$ cat config.mk
export PLATFORM = sky130hd
export DESIGN_NAME = delayed_on_off_heater_control_core
export DESIGN_NICKNAME = d
export VERILOG_FILES = /design/src/rtl/dohc_pkg.sv /design/src/rtl/dohc_fsm.sv /design/src/rtl/delayed_on_off_heater_control_core.sv
export SDC_FILE = /design/constraint.sdc
export NUM_CORES = 1
export LEC_CHECK = 0
export ABC_CLOCK_PERIOD_IN_PS = 11400
export BUFFER_PORTS_ARGS = -buffer_cell sky130_fd_sc_hd__buf_4
export CORE_UTILIZATION = 45
export DETAILED_ROUTE_END_ITERATION = 8
export GPL_TIMING_DRIVEN = 0
export HOLD_SLACK_MARGIN = 0.02
export PLACE_DENSITY_LB_ADDON = 0.05
export SYNTH_ARGS = -nofsm -noshare
export SYNTH_HDL_FRONTEND = slang
export SYNTH_SLANG_ARGS = --single-unit
$ cat constraint.sdc
create_clock -name i_clk -period 11.4 [get_ports i_clk]
set_input_delay 2.28 -clock i_clk [delete_from_list [all_inputs] [get_ports i_clk]]
set_output_delay 2.28 -clock i_clk [all_outputs]
set_load 0.01 [all_outputs]
$ cat src/rtl/dohc_pkg.sv
// Shared types, codes and constants for the delayed on/off heater control core.
package dohc_pkg;

    localparam int unsigned DELAY_W   = 10;
    localparam int unsigned TIME_W    = 32;
    localparam int unsigned CFG_IDX_W = 2;
    localparam int unsigned MODE_W    = 2;
    // delay * 1000 stays below 2^20 for any delay up to the limit
    localparam int unsigned ELAPSED_W = 20;

    localparam logic [DELAY_W-1:0]   DELAY_LIMIT = 10'd1000;
    localparam logic [ELAPSED_W-1:0] MS_PER_SEC  = 20'd1000;

    // floor(x / 1000) for x < 1e6: (x >> 3) * ceil(2^24 / 125) >> 24
    localparam int unsigned          DIV_PRE_SHIFT = 3;
    localparam int unsigned          QUOT_W        = ELAPSED_W - DIV_PRE_SHIFT;
    localparam int unsigned          RECIP_W       = 18;
    localparam int unsigned          RECIP_SHIFT   = 24;
    localparam logic [RECIP_W-1:0]   RECIP_125     = 18'd134218;
    localparam int unsigned          PROD_W        = QUOT_W + RECIP_W;

    localparam logic [CFG_IDX_W-1:0] CFG_ON_DELAY  = 2'd0;
    localparam logic [CFG_IDX_W-1:0] CFG_OFF_DELAY = 2'd1;

    localparam logic [MODE_W-1:0] MODE_OFF       = 2'd0;
    localparam logic [MODE_W-1:0] MODE_DELAY_ON  = 2'd1;
    localparam logic [MODE_W-1:0] MODE_ON        = 2'd2;
    localparam logic [MODE_W-1:0] MODE_DELAY_OFF = 2'd3;

    typedef enum logic [3:0] {
        ST_OFF       = 4'b0001,
        ST_DELAY_ON  = 4'b0010,
        ST_ON        = 4'b0100,
        ST_DELAY_OFF = 4'b1000
    } t_state;

    typedef struct packed {
        logic              heat_request;
        logic [TIME_W-1:0] now_ms;
    } t_in_item;

    typedef struct packed {
        logic [MODE_W-1:0]  mode;
        logic               heater_drive;
        logic [DELAY_W-1:0] seconds_to_change;
    } t_out_item;

    // Per-request result of the state update, handed to the countdown stages
    typedef struct packed {
        logic [MODE_W-1:0]  mode;
        logic               drive;
        logic               in_delay;
        logic [DELAY_W-1:0] delay_s;
        logic [TIME_W-1:0]  start_ms;
        logic [TIME_W-1:0]  now_ms;
    } t_fsm_res;

    function automatic logic [ELAPSED_W-1:0] delay_ms(input logic [DELAY_W-1:0] d);
        return ELAPSED_W'(d) * MS_PER_SEC;
    endfunction

endpackage

$ cat src/rtl/dohc_fsm.sv
// Heater state machine, delay registers and delay start time.
module dohc_fsm (
    input  logic                         i_clk,
    input  logic                         i_rst_n,
    input  logic                         i_adv,
    input  dohc_pkg::t_in_item           i_req,
    input  logic                         i_cfg_we,
    input  logic [dohc_pkg::CFG_IDX_W-1:0] i_cfg_idx,
    input  logic [dohc_pkg::DELAY_W-1:0] i_cfg_data,
    output dohc_pkg::t_fsm_res           o_res
);
    import dohc_pkg::*;

    t_state              r_state, n_state;
    logic [TIME_W-1:0]   r_start, n_start;
    logic                r_prev;
    logic [DELAY_W-1:0]  r_on_delay, r_off_delay;

    logic [DELAY_W-1:0]  wait_delay;
    logic [TIME_W-1:0]   limit_ms;
    logic                expired;

    always_comb begin
        wait_delay = (r_state == ST_DELAY_ON) ? r_on_delay : r_off_delay;
        limit_ms   = r_start + TIME_W'(delay_ms(wait_delay));
        expired    = limit_ms < i_req.now_ms;

        n_state = r_state;
        n_start = r_start;
        case (r_state)
            ST_OFF: begin
                // only a rising request edge arms the on delay
                if (i_req.heat_request && !r_prev) begin
                    n_state = ST_DELAY_ON;
                    n_start = i_req.now_ms;
                end
            end
            ST_DELAY_ON: begin
                if (i_req.heat_request && expired) begin
                    n_state = ST_ON;
                end else if (!i_req.heat_request) begin
                    n_state = ST_OFF;
                end
            end
            ST_ON: begin
                if (!i_req.heat_request) begin
                    n_state = ST_DELAY_OFF;
                    n_start = i_req.now_ms;
                end
            end
            ST_DELAY_OFF: begin
                if (!i_req.heat_request && expired) begin
                    n_state = ST_OFF;
                end else if (i_req.heat_request) begin
                    n_state = ST_ON;
                end
            end
            default: begin
                n_state = ST_OFF;
            end
        endcase
    end

    always_comb begin
        case (n_state)
            ST_DELAY_ON:  o_res.mode = MODE_DELAY_ON;
            ST_ON:        o_res.mode = MODE_ON;
            ST_DELAY_OFF: o_res.mode = MODE_DELAY_OFF;
            default:      o_res.mode = MODE_OFF;
        endcase
        o_res.drive    = (n_state == ST_ON) || (n_state == ST_DELAY_OFF);
        o_res.in_delay = (n_state == ST_DELAY_ON) || (n_state == ST_DELAY_OFF);
        o_res.delay_s  = (n_state == ST_DELAY_ON) ? r_on_delay : r_off_delay;
        o_res.start_ms = n_start;
        o_res.now_ms   = i_req.now_ms;
    end

    always_ff @(posedge i_clk) begin
        if (!i_rst_n) begin
            r_state <= ST_OFF;
            r_start <= '0;
            r_prev  <= 1'b0;
        end else if (i_adv) begin
            r_state <= n_state;
            r_start <= n_start;
            r_prev  <= i_req.heat_request;
        end
    end

    // drop out-of-range delays and unknown indexes
    always_ff @(posedge i_clk) begin
        if (!i_rst_n) begin
            r_on_delay  <= '0;
            r_off_delay <= '0;
        end else if (i_cfg_we && (i_cfg_data <= DELAY_LIMIT)) begin
            if (i_cfg_idx == CFG_ON_DELAY) begin
                r_on_delay <= i_cfg_data;
            end else if (i_cfg_idx == CFG_OFF_DELAY) begin
                r_off_delay <= i_cfg_data;
            end
        end
    end

endmodule

$ cat src/rtl/delayed_on_off_heater_control_core.sv
// Top level of the delayed on/off heater control core: request pipeline and countdown.
//
//  channel  | handshake                  | payload
//  ---------+----------------------------+--------------------------------------
//  request  | i_in_valid / o_in_stall    | i_in_item  (heat_request, now_ms)
//  result   | o_out_valid / i_out_stall  | o_out_item (mode, heater_drive,
//           |                            |             seconds_to_change)
//  config   | i_cfg_we                   | i_cfg_idx, i_cfg_data
//
// One request per cycle is taken while o_in_stall is low; each gives one result.
// Stages: input register, state update, elapsed-time compare, divide by 1000 into
// the output register. Every stage holds its request while the next one is full and
// stalled, so a stall on the result side reaches o_in_stall only once all stages fill.
// Synchronous active-low reset empties the pipeline, returns the heater to off and
// clears both delays to zero.
module delayed_on_off_heater_control_core (
    input  logic                           i_clk,
    input  logic                           i_rst_n,
    input  logic                           i_in_valid,
    output logic                           o_in_stall,
    input  dohc_pkg::t_in_item             i_in_item,
    output logic                           o_out_valid,
    input  logic                           i_out_stall,
    output dohc_pkg::t_out_item            o_out_item,
    input  logic                           i_cfg_we,
    input  logic [dohc_pkg::CFG_IDX_W-1:0] i_cfg_idx,
    input  logic [dohc_pkg::DELAY_W-1:0]   i_cfg_data
);
    import dohc_pkg::*;

    logic                 r_s1_valid, r_s2_valid, r_s3_valid, r_out_valid;
    t_in_item             r_s1_item;
    t_fsm_res             r_s2_res;
    t_fsm_res             fsm_res;

    logic [MODE_W-1:0]    r_s3_mode;
    logic                 r_s3_drive;
    logic                 r_s3_zero;
    logic [DELAY_W-1:0]   r_s3_delay;
    logic [ELAPSED_W-1:0] r_s3_elapsed;
    t_out_item            r_out_item;

    logic                 out_ready, s3_ready, s2_ready, s1_ready;
    logic [TIME_W-1:0]    elapsed_ms;
    logic                 n_s3_zero;
    logic [PROD_W-1:0]    quot_prod;
    logic [DELAY_W-1:0]   elapsed_s;
    t_out_item            n_out_item;

    assign out_ready  = !r_out_valid || !i_out_stall;
    assign s3_ready   = !r_s3_valid || out_ready;
    assign s2_ready   = !r_s2_valid || s3_ready;
    assign s1_ready   = !r_s1_valid || s2_ready;
    assign o_in_stall = !s1_ready;

    dohc_fsm u_fsm (
        .i_clk      (i_clk),
        .i_rst_n    (i_rst_n),
        .i_adv      (r_s1_valid && s2_ready),
        .i_req      (r_s1_item),
        .i_cfg_we   (i_cfg_we),
        .i_cfg_idx  (i_cfg_idx),
        .i_cfg_data (i_cfg_data),
        .o_res      (fsm_res)
    );

    // Countdown is zero outside a delay and saturates once elapsed time reaches the whole delay
    always_comb begin
        elapsed_ms = r_s2_res.now_ms - r_s2_res.start_ms;
        n_s3_zero  = !r_s2_res.in_delay
                  || (elapsed_ms >= TIME_W'(delay_ms(r_s2_res.delay_s)));
    end

    // Below saturation elapsed is under 1e6 ms, so the reciprocal divide is exact
    always_comb begin
        quot_prod = PROD_W'(r_s3_elapsed[ELAPSED_W-1:DIV_PRE_SHIFT]) * PROD_W'(RECIP_125);
        elapsed_s = quot_prod[RECIP_SHIFT +: DELAY_W];
        n_out_item.mode              = r_s3_mode;
        n_out_item.heater_drive      = r_s3_drive;
        n_out_item.seconds_to_change = r_s3_zero ? '0 : (r_s3_delay - elapsed_s);
    end

    always_ff @(posedge i_clk) begin
        if (!i_rst_n) begin
            r_s1_valid  <= 1'b0;
            r_s2_valid  <= 1'b0;
            r_s3_valid  <= 1'b0;
            r_out_valid <= 1'b0;
        end else begin
            if (s1_ready) begin
                r_s1_valid <= i_in_valid;
            end
            if (s2_ready) begin
                r_s2_valid <= r_s1_valid;
            end
            if (s3_ready) begin
                r_s3_valid <= r_s2_valid;
            end
            if (out_ready) begin
                r_out_valid <= r_s3_valid;
            end
        end
    end

    always_ff @(posedge i_clk) begin
        if (s1_ready && i_in_valid) begin
            r_s1_item <= i_in_item;
        end
        if (s2_ready && r_s1_valid) begin
            r_s2_res <= fsm_res;
        end
        if (s3_ready && r_s2_valid) begin
            r_s3_mode    <= r_s2_res.mode;
            r_s3_drive   <= r_s2_res.drive;
            r_s3_zero    <= n_s3_zero;
            r_s3_delay   <= r_s2_res.delay_s;
            r_s3_elapsed <= elapsed_ms[ELAPSED_W-1:0];
        end
        if (out_ready && r_s3_valid) begin
            r_out_item <= n_out_item;
        end
    end

    assign o_out_valid = r_out_valid;
    assign o_out_item  = r_out_item;

endmodule
======== Word level (Yosys, flattened, before mapping) ========
Index checks and enable logic that the tools add are counted.
cells by class
  multiplexer cells ....................... 13
  $lt $le $gt $ge ......................... 3
  eq/ne operators ......................... 8
  bitwise operators ....................... 1
  add/subtract/negate cells ............... 3
  reduce and logical (&&, ||, !) cells .... 27
  multiply operators ...................... 3
operator list
  operator                  count
  $mux W32                  2
  $pmux W32 S2              1
  $mul A10 B7 Y17 const B   2
  $mul A17 B17 Y33 const B  1
  $add A32 B20 Y32          1
  $ge A32 B20 Y1            1
  $lt A32 B32 Y1            1
  $sub A32 B32 Y32          1
  $mux W4                   6
  $mux W10                  2
  $pmux W4 S4               1
  $le A10 B10 Y1 const B    1
  $sub A10 B10 Y10          1
  $logic_not A1 Y1          9
  $eq A4 B2 Y1 const B      2
  $eq A4 B3 Y1 const B      2
  $eq A4 B4 Y1 const B      2
  $logic_and A1 B1 Y1       8
  $logic_or A1 B1 Y1        7
  $pmux W2 S3               1
  $eq A4 B1 Y1 const B      1
  $reduce_and A3 Y1         1
  $eq A2 B1 Y1 const B      1
  $logic_not A2 Y1          1
  other kinds (2)           2
word-level totals
  logic and storage cells ................. 83
  output and inout port bits .............. 15
  bits of input ports ..................... 50
  register bits after elaboration ......... 219

======== Logic depth before layout (Yosys ltp) ========
Gate-level depths: netlist of the first run.
  depth in word-level cells ............... 10
  depth in mapped cells ................... 42
  depth with buffers taken out ............ 40

======== Hierarchy ========
Synthesis of the first run repeated with hierarchy kept, for this count alone.
unflattened totals
  cells, all modules ...................... 1936
  area, all modules ....................... 19246.0 um2
modules (own cells, without submodules)
  module                              seq. area each (um2)  cells each  area an instance (um2)  instances
  delayed_on_off_heater_control_core  4734.5                1111        12549.5                 1
  dohc_fsm                            1141.1                825         6696.4                  1

======== Worst setup path after synthesis of the first run ========
Ideal clock, no wire load.
  kind .................................... register to register
  from .................................... register u_fsm.r_state[0]
  to ...................................... register r_s2_res[66] (netlist bit), data pin
  clock period less this slack ............ 9019 ps
  setup slack ............................. 2381 ps
  arrival ................................. 8757 ps
  cell stages (with the launch flop) ...... 37
  cells stage by stage .................... dfxtp_1 > clkbuf_1 > nor2_1 > nand2_1 > nor2_2 > mux2i_1 > xor2_1 > ha_1 > fa_1 > inv_1 > fa_1 > fa_1 > inv_1 > ha_1 > inv_1 > o21ai_1 > a21oi_1 > o21ai_1 > a41oi_1 > nand2b_1 > xor2_1 > ha_1 > and4_1 > a22o_1 > a211oi_2 > nor3_2 > a31oi_4 > nor4b_1 > xor2_1 > ha_1 > nand3_1 > or3_1 > nor4_1 > a21oi_4 > o31ai_2 > buf_6 > mux2_1
RTL lines
  item                    line                                       RTL
  from (decl)             dohc_fsm.sv:14                             t_state r_state, n_state;
  from (signal assigned)  dohc_fsm.sv:84                             r_state <= n_state;
  to (signal assigned)    delayed_on_off_heater_control_core.sv:110  r_s2_res <= fsm_res;
  to (decl)               delayed_on_off_heater_control_core.sv:33   t_fsm_res r_s2_res;

==> results of run 1 <==
worst reg2reg max path: cells and delay by family (launching register included):
kind	cells	cell delay (ns)
AND/OR/NAND/NOR	10	3.17
adder cells (fa/ha/maj)	7	2.83
AO/OA/AOI/OAI	9	1.78
multiplexers	2	1.05
XOR/XNOR	3	0.63
buffers and inverters	5	0.57
flip-flops	1	0.30
layer usage:
layer  GRT usage [%]  vias up
met5               0        -
met4            5.69        0
met3            1.95       46
met2            33.6      151
met1            27.4     5903
li1                -     6413
logic make-up after synthesis:
family / count (synthesis)
buffers and inverters: 312
and+or+nand+nor: 416
muxes: 45
DFF: 213
adders and majority gates: 428
xor gates and xnor gates: 82
AOI/OAI and AO/OA: 300
per-stage QoR:
stage / cells / area, um2
finish: 2434 / 20300
floorplan: 1796 / 18300
detailed placement: 2389 / 19500
CTS: 2434 / 20300
global placement: 2385 / 19400
global route: 2434 / 20300
placed cells by master (no fill, tap or decap), types with 12 or more instances in the layout:
cell type	synthesis	final
sky130_fd_sc_hd__nand2b_1	22	22
sky130_fd_sc_hd__inv_1	274	274
sky130_fd_sc_hd__ha_1	325	325
sky130_fd_sc_hd__xnor2_1	51	51
sky130_fd_sc_hd__edfxtp_1	152	152
sky130_fd_sc_hd__nand2_1	85	85
sky130_fd_sc_hd__nor2_1	151	151
sky130_fd_sc_hd__buf_4	1	66
sky130_fd_sc_hd__o21ai_1	52	52
sky130_fd_sc_hd__a21o_1	42	42
sky130_fd_sc_hd__nor2b_1	17	15
sky130_fd_sc_hd__clkbuf_16	0	25
sky130_fd_sc_hd__fa_1	103	103
sky130_fd_sc_hd__a211oi_1	12	12
sky130_fd_sc_hd__dfxtp_1	61	61
sky130_fd_sc_hd__nand3_1	26	26
sky130_fd_sc_hd__a21oi_1	74	74
sky130_fd_sc_hd__clkbuf_1	27	32
sky130_fd_sc_hd__nor3_1	50	50
sky130_fd_sc_hd__o21ai_0	21	21
sky130_fd_sc_hd__nand4_1	14	14
sky130_fd_sc_hd__xor2_1	31	31
sky130_fd_sc_hd__o21a_1	14	14
sky130_fd_sc_hd__mux2i_1	34	34
cell type report:
| type | instances | area, um2 | area share [%] |
|---|---|---|---|
| multi-input cells | 1271 | 11300 | 55.8 |
| inverters | 277 | 1040 | 5.13 |
| well taps | 525 | 657 | 3.24 |
| clock buffers | 34 | 693 | 3.42 |
| repair buffers | 68 | 548 | 2.71 |
| plain buffers | 35 | 145 | 0.717 |
| clock inverters | 11 | 75.1 | 0.371 |
| flip-flops and latches | 213 | 5790 | 28.6 |
worst min-delay path by stage:
stage                          endpoint  slack, ns  cells past startpoint
4_1_cts          r_s3_mode[1]$_DFFE_PP_       0.43                      0
2_1_floorplan  o_out_item[11]$_DFFE_PP_       0.40                      0
6_report         r_s3_mode[0]$_DFFE_PP_       0.42                      0
3_5_place_dp   o_out_item[11]$_DFFE_PP_       0.41                      0
3_3_place_gp     r_s3_mode[0]$_DFFE_PP_       0.41                      0
5_1_grt          r_s3_mode[0]$_DFFE_PP_       0.43                      0
state kept, by name, indices dropped and copies added (netlist names), 2 cells and up:
signal / flops
o_out_item: 12
r_s1_item: 33
r_s2_res: 77
r_s3_delay: 10
r_s3_elapsed: 17
r_s3_mode: 2
u_fsm.r_off_delay: 10
u_fsm.r_on_delay: 10
u_fsm.r_start: 32
u_fsm.r_state: 4
where the power goes:
group | switching (uW) | leakage [uW] | internal [uW] | total, uW
Combinational | 683 | 0.00735 | 524 | 1210
Sequential | 37.8 | 0.00194 | 885 | 923
Clock | 327 | 0.000383 | 429 | 757
Total | 1050 | 0.00967 | 1840 | 2890
==> metrics, run 1 <==
outcome finished clean; Cell Pwr Density 142 nW/um2; final global-route overflow total 0; num rows 73; fraction of final layout cells with drive strength greater than 1 7.33%; slew at the pin with the worst max-slew slack 0.910 ns; Worst path depth 36; worst min path class flip-flop to flip-flop; Synthesis Warnings 0; part of the Yosys area used for sequential elements between 30% and 40%; HPWL Detailed 32,600 um; Core Region 39,900 um2; number of buffers inserted to repair setup after CTS 0; buffers and inverters on the worst path 5; Clock H-tree levels 1; die area around 41,000 um2; endpoint class of the critical path flip-flop; worst hold slack after final layout 0.425 ns; Hold-fix buffers, CTS 0; detailed-route vias per instance roughly 5.1; critical path's top delay family simple AND/OR/NAND/NOR gates; worst setup path start u_fsm.r_state[0]$_SDFFE_PN1P_; GRT Overall Usage 20.0%; worst-case clock skew between 0.015 and 0.02 ns; Post-DRT Antenna Nets 0; DR pass1 iterations 5; met3 WL post-DR roughly 1100 um; top cells by area, synth sky130_fd_sc_hd__edfxtp_1, sky130_fd_sc_hd__ha_1, sky130_fd_sc_hd__fa_1; category of the most critical setup path flip-flop to flip-flop; number of distinct library cells after synthesis 86; net count reported at finish 2,369; total wirelength of the detailed-routed design 39,700 um; TritonCTS clock tree built; count of routing violations after the opening detailed-route iteration 510; tightest slew margin relative to the limit 37.6%; power after layout 2890 uW; Primary FF master, synth sky130_fd_sc_hd__edfxtp_1; maximum net fanout on the critical path 10; critical path's largest stage delay 0.63 ns; slowest cell on the critical path sky130_fd_sc_hd__mux2i_1; post-synthesis cell count 1,796; sink count of the clock tree 213; endpoints failing setup 0; most common library cells after synthesis sky130_fd_sc_hd__ha_1, sky130_fd_sc_hd__inv_1, sky130_fd_sc_hd__edfxtp_1; post-synthesis async set-or-reset flop share 0%; detailed-route DRC error count 0; die extent in x 203 um; diode count 0; highest signal layer in the routed design met4; data arrival time of the worst path 10.88 ns; source of the worst hold timing path r_s2_res[76]$_DFFE_PP_; number of max-cap violations 0; layout-stage area growth over the synthesis result 10.9%; cell seen most often among critical-path stages sky130_fd_sc_hd__ha_1; number of antenna violations at the first check in global routing 0; maximum buffer depth of the clock tree 3; Final Hold Vio Count 0; Chip Height 203 um; routed wire length on met2 around 19,000 um; ratio of final minimum period to clock period 93.4%; number of top-level design ports between 60 and 70; placement-stage worst setup slack around 0.79 ns; fraction of synthesized cell area in xor and xnor cells 3.93%; maximum number of pins on one net before global-route repair 41; buffer cell driving the clock tree root sky130_fd_sc_hd__clkbuf_16; cell taking the most area after synthesis sky130_fd_sc_hd__edfxtp_1; destination of the critical timing path r_s2_res[70]$_DFFE_PP_; post-route core utilization 50.7%; simple-gate share of the synthesized area 10.8%; wl on met1 19,000 um; crit path launch type flip-flop; final critical path time including I/O delays and setup 10.65 ns; routed wire length per instance around 16 um; number of pins exceeding their max-slew limit in the final report 0; worst setup slack for register-to-register paths 0.75 ns; clock transition time at the flip-flop clock pins of the worst setup and hold paths 0.06 ns; Critical R2R Launch u_fsm.r_state[0]$_SDFFE_PN1P_; post-synthesis compound-gate area fraction 11.1%; nets in the synthesized netlist 2,274; VDD IR-drop max between 80 and 90 uV; Max Freq 0.0939 GHz; largest family of logic cells by synthesized area adder cells; share of Yosys cell area claimed by the top area cell type 25.0%; mapped cell area 18,300 um2; via count of the first global-routing pass about 13,000; most used standard cell by instance count after synthesis sky130_fd_sc_hd__ha_1; Final Wtd Congestion 0.864; depth of the worst register-to-register path 36; synthesized area per cell 10.2 um2; fillers 3,650; leakage power summed over all cells 0.00967 uW; multiplexer fraction of the synthesized cell area around 2.5%; unrepaired setup endpoints after global routing false; insertion delay to the later sink of the worst-skew pair 0.53 ns; minimum setup slack in the final design 0.752 ns; sum of negative setup slack 0 ns; clock buffer count from CTS 25; port bufs 64; Starting Density roughly 46%; Via Count 12,513; EDFF count, synth 152; CP required ~12 ns; global-route wire length before repair 65,200 um; adder and majority gate portion of the synthesized area 33.6%; total of cells resized after clock tree synthesis 0; worst r2r dst r_s2_res[70]$_DFFE_PP_; number of flip-flops and latches in the synthesized netlist around 210
No activity file was read; power rests on OpenSTA's default activity.
==> run 2, diff against run 1 <==
Settings changed: CTS_BUF_LIST from default to sky130_fd_sc_hd__clkbuf_8 sky130_fd_sc_hd__clkbuf_16, TNS_END_PERCENT from default to 50.
==> run 2 against run 1 <==
Net effect: hold slack unchanged; first-iteration DRC count down 0.20%; cell count unchanged; sequential power about the same; largest power group unchanged; utilization about the same; count of clock-buffer cells in the layout down 6; cell area about the same.
==> metrics, run 2 (same netlist as run 1, synthesis figures left out) <==
fraction of final layout cells with drive strength greater than 1 7.28% (-0.052 points); number of antenna violations at the first check in global routing 0 (unchanged); sink count of the clock tree 213 (unchanged); detailed-route DRC error count 0 (unchanged); port bufs 64 (unchanged); slowest cell on the critical path sky130_fd_sc_hd__mux2i_1; unrepaired setup endpoints after global routing false; cell seen most often among critical-path stages sky130_fd_sc_hd__ha_1; clock buffer count from CTS 25 (unchanged); outcome finished clean; most common library cell in the layout ignoring fill and taps sky130_fd_sc_hd__ha_1; register containing the most flip-flops in the final layout r_s2_res; crit path launch type flip-flop; number of top-level design ports 65 (unchanged); die area 41,400 um2 (unchanged); CP required 11.63 ns (about the same); Cell Pwr Density 142 nW/um2 (-0.24%); via count of the first global-routing pass 12,580 (unchanged); detailed-route vias per instance 5.14 (about the same); minimum setup slack in the final design 0.752 ns (-0.000359 ns); maximum net fanout on the critical path 10 (unchanged); DR pass1 iterations 5 (unchanged); Starting Density 45.8% (unchanged); worst-case clock skew 0.0169 ns (-0.000296 ns); clock transition time at the flip-flop clock pins of the worst setup and hold paths 0.06 ns (about the same); sum of negative setup slack 0 ns (unchanged); global-route wire length before repair 65,200 um (unchanged); routed wire length per instance 16.3 um (about the same); layout-stage area growth over the synthesis result 10.9% (about the same); Final Wtd Congestion 0.864 (unchanged); num rows 73 (unchanged); Via Count 12,516 (+0.024%); Clock H-tree levels 1 (unchanged); met3 WL post-DR 1100 um (+3.9%); highest signal layer in the routed design met4; Core Region 39,900 um2 (unchanged); endpoint class of the critical path flip-flop; count of routing violations after the opening detailed-route iteration 509 (-0.20%); buffer cell driving the clock tree root sky130_fd_sc_hd__clkbuf_16; Post-DRT Antenna Nets 0 (unchanged); Max Freq 0.0939 GHz (about the same); routed wire length on met2 18,600 um (about the same); GRT Overall Usage 20.0% (unchanged); total of cells resized after clock tree synthesis 0 (unchanged); wl on met1 19,000 um (-0.19%); data arrival time of the worst path 10.88 ns (about the same); ratio of final minimum period to clock period 93.4% (about the same); Chip Height 203 um (unchanged); total wirelength of the detailed-routed design 39,700 um (about the same); registers with the most flip-flops r_s2_res x77, r_s1_item x33, u_fsm.r_start x32; max FFs per register 77 (unchanged); net count reported at finish 2,369 (unchanged); insertion delay to the later sink of the worst-skew pair 0.53 ns (about the same); number of pins exceeding their max-slew limit in the final report 0 (unchanged); maximum buffer depth of the clock tree 3 (unchanged); HPWL Detailed 32,600 um (unchanged); final critical path time including I/O delays and setup 10.65 ns (+0.000359 ns); diode count 0 (unchanged); number of max-cap violations 0 (unchanged); category of the most critical setup path flip-flop to flip-flop; slew at the pin with the worst max-slew slack 0.910 ns (unchanged); number of buffers inserted to repair setup after CTS 0 (unchanged); most used cells in the layout excluding fill and tap cells sky130_fd_sc_hd__ha_1, sky130_fd_sc_hd__inv_1, sky130_fd_sc_hd__edfxtp_1, sky130_fd_sc_hd__nor2_1, sky130_fd_sc_hd__fa_1; placement-stage worst setup slack 0.792 ns (unchanged); tightest slew margin relative to the limit 37.6% (unchanged); critical path's largest stage delay 0.63 ns (about the same); Final Hold Vio Count 0 (unchanged); VDD IR-drop max 88.0 uV (about the same); maximum number of pins on one net before global-route repair 41 (unchanged); endpoints failing setup 0 (unchanged); final global-route overflow total 0 (unchanged); fillers 3,651 (+0.027%); Hold-fix buffers, CTS 0 (unchanged); die extent in x 203 um (unchanged); leakage power summed over all cells 0.00969 uW (+0.22%); TritonCTS clock tree built; worst min path class flip-flop to flip-flop
## run 2: cell count changes in the layout (fill, tap and decap cells not counted), sizes merged
cell	delta
clkbuf	-6
inv	+6
## run 2: metrics by stage
step           util (%)  cell area (um2)  power (uW)  cells  hold WS, ns
6_report           50.7            20300        2880   2434        0.425
5_1_grt            50.7            20300        3120   2434        0.433
4_1_cts            50.7            20300        2930   2434        0.428
3_5_place_dp       48.8            19500        2160   2389        0.411
3_3_place_gp       48.6            19400        2140   2385        0.409
2_1_floorplan         -            18300        1840   1796        0.400
## run 2: path summary, 6_finish.rpt
kind | from | end | slack (ns) | depth (start not counted)
worst min register to register | r_s2_res[76]$_DFFE_PP_ | r_s3_mode[0]$_DFFE_PP_ | 0.42 | 0
worst max-delay path | u_fsm.r_state[0]$_SDFFE_PN1P_ | r_s2_res[70]$_DFFE_PP_ | 0.75 | 36
worst min-delay path | r_s2_res[76]$_DFFE_PP_ | r_s3_mode[0]$_DFFE_PP_ | 0.42 | 0
worst max register to register | u_fsm.r_state[0]$_SDFFE_PN1P_ | r_s2_res[70]$_DFFE_PP_ | 0.75 | 36
## run 2: layout make-up
class                           count  area [um2]  share of cell area, %
Buffer                             35         145                  0.717
Clock buffer                       28         667                   3.29
Clock inverter                     17        97.6                  0.482
Inverter                          277        1040                   5.13
Multi-Input combinational cell   1271       11300                   55.9
Sequential cell                   213        5790                   28.6
Tap cell                          525         657                   3.24
Timing Repair Buffer               68         548                   2.71
## run 2: where the power goes
part           leakage, uW  switching [uW]  internal (uW)
Sequential         0.00194            37.8            885
Combinational      0.00735             683            524
Clock             0.000404             328            422
## run 2: worst max-delay path: cells and delay by family, from the launching register on
kind                     cells  cell delay, ns
XOR/XNOR                     3            0.63
buffers and inverters        5            0.56
AO/OA/AOI/OAI                9            1.78
multiplexers                 2            1.05
flip-flops                   1            0.30
AND/OR/NAND/NOR             10            3.16
adder cells (fa/ha/maj)      7            2.82
## run 2: per-layer routing
layer / global-route usage [%] / up-vias
li1: - / 6412
met1: 27.4 / 5903
met2: 33.6 / 155
met3: 1.95 / 46
met4: 5.69 / 0
met5: 0 / -
==> run 3, diff against run 2 <==
Settings changed: ABC_AREA from default to 1, REMOVE_ABC_BUFFERS from default to 1.
==> run 3 against run 2 <==
Net effect: hold slack worse by 0.0066 ns; register-to-register slack better by 0.16 ns; largest cell class unchanged; utilization is 0.33 points lower; largest power group unchanged; highest routed layer unchanged; die area is 7.2% higher; area after synthesis is 7.3% higher; power is 26% higher; clock skew is 0.0020 ns lower; clock power is 12% higher.
==> metrics, run 3 <==
detailed-route vias per instance 5.07 (-1.4%); ratio of final minimum period to clock period 92.0% (-1.4 points); most common library cells after synthesis sky130_fd_sc_hd__inv_1, sky130_fd_sc_hd__nand2_1, sky130_fd_sc_hd__ha_1; depth of the worst register-to-register path 40 (+11%); VDD IR-drop max 123 uV (+40%); synthesized area per cell 8.64 um2 (-15%); Hold-fix buffers, CTS 0 (unchanged); CP required 11.63 ns (about the same); number of flip-flops and latches in the synthesized netlist 213 (unchanged); count of cells along the worst hold path 0 (unchanged); leakage power summed over all cells 0.0108 uW (+12%); global-route wire length before repair 75,200 um (+15%); buffers and inverters on the worst path 6 (+1); routed wire length per instance 16.1 um (-1.5%); maximum buffer depth of the clock tree 3 (unchanged); fraction of final layout cells with drive strength greater than 1 6.79% (-0.50 points); worst setup slack for register-to-register paths 0.91 ns (+0.16 ns); net count reported at finish 2,816 (+19%); Clock H-tree levels 1 (unchanged); WHS Endpoint r_s3_mode[1]$_DFFE_PP_; register containing the most flip-flops in the final layout r_s2_res; Post-DRT Antenna Nets 0 (unchanged); data arrival time of the worst path 10.72 ns (-0.16 ns); clock buffer count from CTS 26 (+4.0%); slowest cell on the critical path sky130_fd_sc_hd__o21ai_0; worst hold slack after final layout 0.418 ns (-0.00657 ns); Final Wtd Congestion 0.913 (+5.7%); critical path's largest stage delay 1.05 ns (+0.42 ns); clock transition time at the flip-flop clock pins of the worst setup and hold paths 0.06 ns (about the same); top cells by area, synth sky130_fd_sc_hd__edfxtp_1, sky130_fd_sc_hd__ha_1, sky130_fd_sc_hd__fa_1; worst-case clock skew 0.0148 ns (-0.00204 ns); final global-route overflow total 0 (unchanged); GRT Overall Usage 21.7% (+1.7 points); mapped cell area 19,600 um2 (+7.3%); endpoints failing setup 0 (unchanged); Cell Pwr Density 168 nW/um2 (+18%); total wirelength of the detailed-routed design 47,300 um (+19%); post-synthesis cell count 2,267 (+26%); number of pins exceeding their max-slew limit in the final report 0 (unchanged); port bufs 64 (unchanged); maximum net fanout on the critical path 22 (+12); die extent in x 211 um (+3.5%); detailed-route DRC error count 0 (unchanged); DR pass1 iterations 5 (unchanged); number of distinct library cells after synthesis 46 (-47%); Final Hold Vio Count 0 (unchanged); count of routing violations after the opening detailed-route iteration 724 (+42%); fillers 4,191 (+15%); share of Yosys cell area claimed by the top area cell type 23.3% (-1.7 points); most used cells in the layout excluding fill and tap cells sky130_fd_sc_hd__inv_1, sky130_fd_sc_hd__nand2_1, sky130_fd_sc_hd__ha_1, sky130_fd_sc_hd__a21oi_1, sky130_fd_sc_hd__edfxtp_1; Core Region 43,000 um2 (+7.7%); Primary FF master, synth sky130_fd_sc_hd__edfxtp_1; unrepaired setup endpoints after global routing false; cell seen most often among critical-path stages sky130_fd_sc_hd__nand2_1; layout-stage area growth over the synthesis result 10.6%; cell taking the most area after synthesis sky130_fd_sc_hd__edfxtp_1; number of buffers inserted to repair setup after CTS 0 (unchanged); die area 44,400 um2 (+7.2%); category of the most critical setup path flip-flop to flip-flop; num rows 76 (+4.1%); most used standard cell by instance count after synthesis sky130_fd_sc_hd__inv_1; EDFF count, synth 152 (unchanged); endpoint class of the critical path flip-flop; Max Freq 0.0953 GHz (+1.5%); part of the Yosys area used for sequential elements 29.5% (-2.1 points); final critical path time including I/O delays and setup 10.49 ns (-0.158 ns); tightest slew margin relative to the limit 18.2% (-19 points); post-synthesis async set-or-reset flop share 0% (unchanged); Critical R2R Launch u_fsm.r_state[2]$_SDFFE_PN0P_; most common library cell in the layout ignoring fill and taps sky130_fd_sc_hd__inv_1; slew at the pin with the worst max-slew slack 1.21 ns (+0.305 ns); Synthesis Warnings 0 (unchanged); max FFs per register 77 (unchanged); number of top-level design ports 65 (unchanged); sum of negative setup slack 0 ns (unchanged); TritonCTS clock tree built; Via Count 14,916 (+19%); worst r2r dst r_s2_res[72]$_DFFE_PP_; number of antenna violations at the first check in global routing 0 (unchanged); worst min path class flip-flop to flip-flop; crit path launch type flip-flop; critical path's top delay family simple AND/OR/NAND/NOR gates; HPWL Detailed 39,200 um (+20%); number of max-cap violations 0 (unchanged); via count of the first global-routing pass 14,631 (+16%); outcome finished clean; Starting Density 45.6% (-0.18 points); sink count of the clock tree 213 (unchanged); Chip Height 211 um (+3.5%); insertion delay to the later sink of the worst-skew pair 0.55 ns (+0.02 ns); diode count 0 (unchanged); maximum number of pins on one net before global-route repair 39 (-4.9%); source of the worst hold timing path r_s2_res[77]$_DFFE_PP_; buffer cell driving the clock tree root sky130_fd_sc_hd__clkbuf_16; registers with the most flip-flops r_s2_res x77, r_s1_item x33, u_fsm.r_start x32
-- run 3: changes by cell type after synthesis, sizes merged, moves of 15 or more --
cell	delta
nand2	+251
inv	+195
a21oi	+111
o21ai	+94
mux2i	-34
nand3	+33
a21o	-31
nand2b	-22
xor2	+22
xnor2	-21
nor2b	-16
nor3	-15
-- run 3: worst max path at each step --
stage,from,end,depth (start not counted)
floorplan,u_fsm.r_state[3]$_SDFFE_PN0P_,r_s2_res[64]$_DFFE_PP_,40
global placement,u_fsm.r_state[3]$_SDFFE_PN0P_,r_s2_res[72]$_DFFE_PP_,40
detailed placement,u_fsm.r_state[2]$_SDFFE_PN0P_,r_s2_res[72]$_DFFE_PP_,42
CTS,u_fsm.r_state[2]$_SDFFE_PN0P_,r_s2_res[72]$_DFFE_PP_,42
global route,u_fsm.r_state[2]$_SDFFE_PN0P_,r_s2_res[71]$_DFFE_PP_,40
finish,u_fsm.r_state[2]$_SDFFE_PN0P_,r_s2_res[72]$_DFFE_PP_,40
-- run 3: timing repair --
item	in CTS	in global routing
hold endpoints to repair	0	0
setup endpoints to repair	0	2
gates resized for setup	0	1
-- run 3: power breakdown --
group | switching, uW | internal (uW)
sequential | 37.1 | 879
clock | 331 | 508
combinational | 1170 | 708
total | 1540 | 2100
-- run 3: cell families after synthesis --
family	after synthesis	synth area share, %
adders and majority gates	428	31.3
xor gates and xnor gates	83	3.71
AOI/OAI and AO/OA	419	12.2
buffers and inverters	501	9.92
and+or+nand+nor	623	13.3
DFF	213	29.5
-- run 3: cell type report --
cell class	instances	area, um2	share of cell area (%)
multi-input combinational	1553	11900	54.8
sequential	213	5790	26.7
inverter	472	1770	8.18
tap	585	732	3.38
clock buffer	29	703	3.25
timing repair buffer	72	628	2.90
clock inverter	19	171	0.791
-- run 3: per-layer routing --
metal  up-vias  global-route usage, %  wire length, um
met3        78                   1.95             1030
met2       233                   38.9            23400
met4         0                   7.57             1620
met5         -                      0                0
li1       7621                      -                -
met1      6984                   27.1            21200
-- run 3: metrics by stage --
stage          area [um2]  setup slack, ns  instances  power [uW]  utilization, %
5_1_grt             21700           0.0805       2943        3970            50.4
3_5_place_dp        20800            0.956       2895        2820            48.4
6_report            21700            0.910       2943        3630            50.4
3_3_place_gp        20600            0.909       2887        2790            48.0
2_1_floorplan       19400             3.25       2238        2320               -
4_1_cts             21700            0.922       2943        3680            50.4
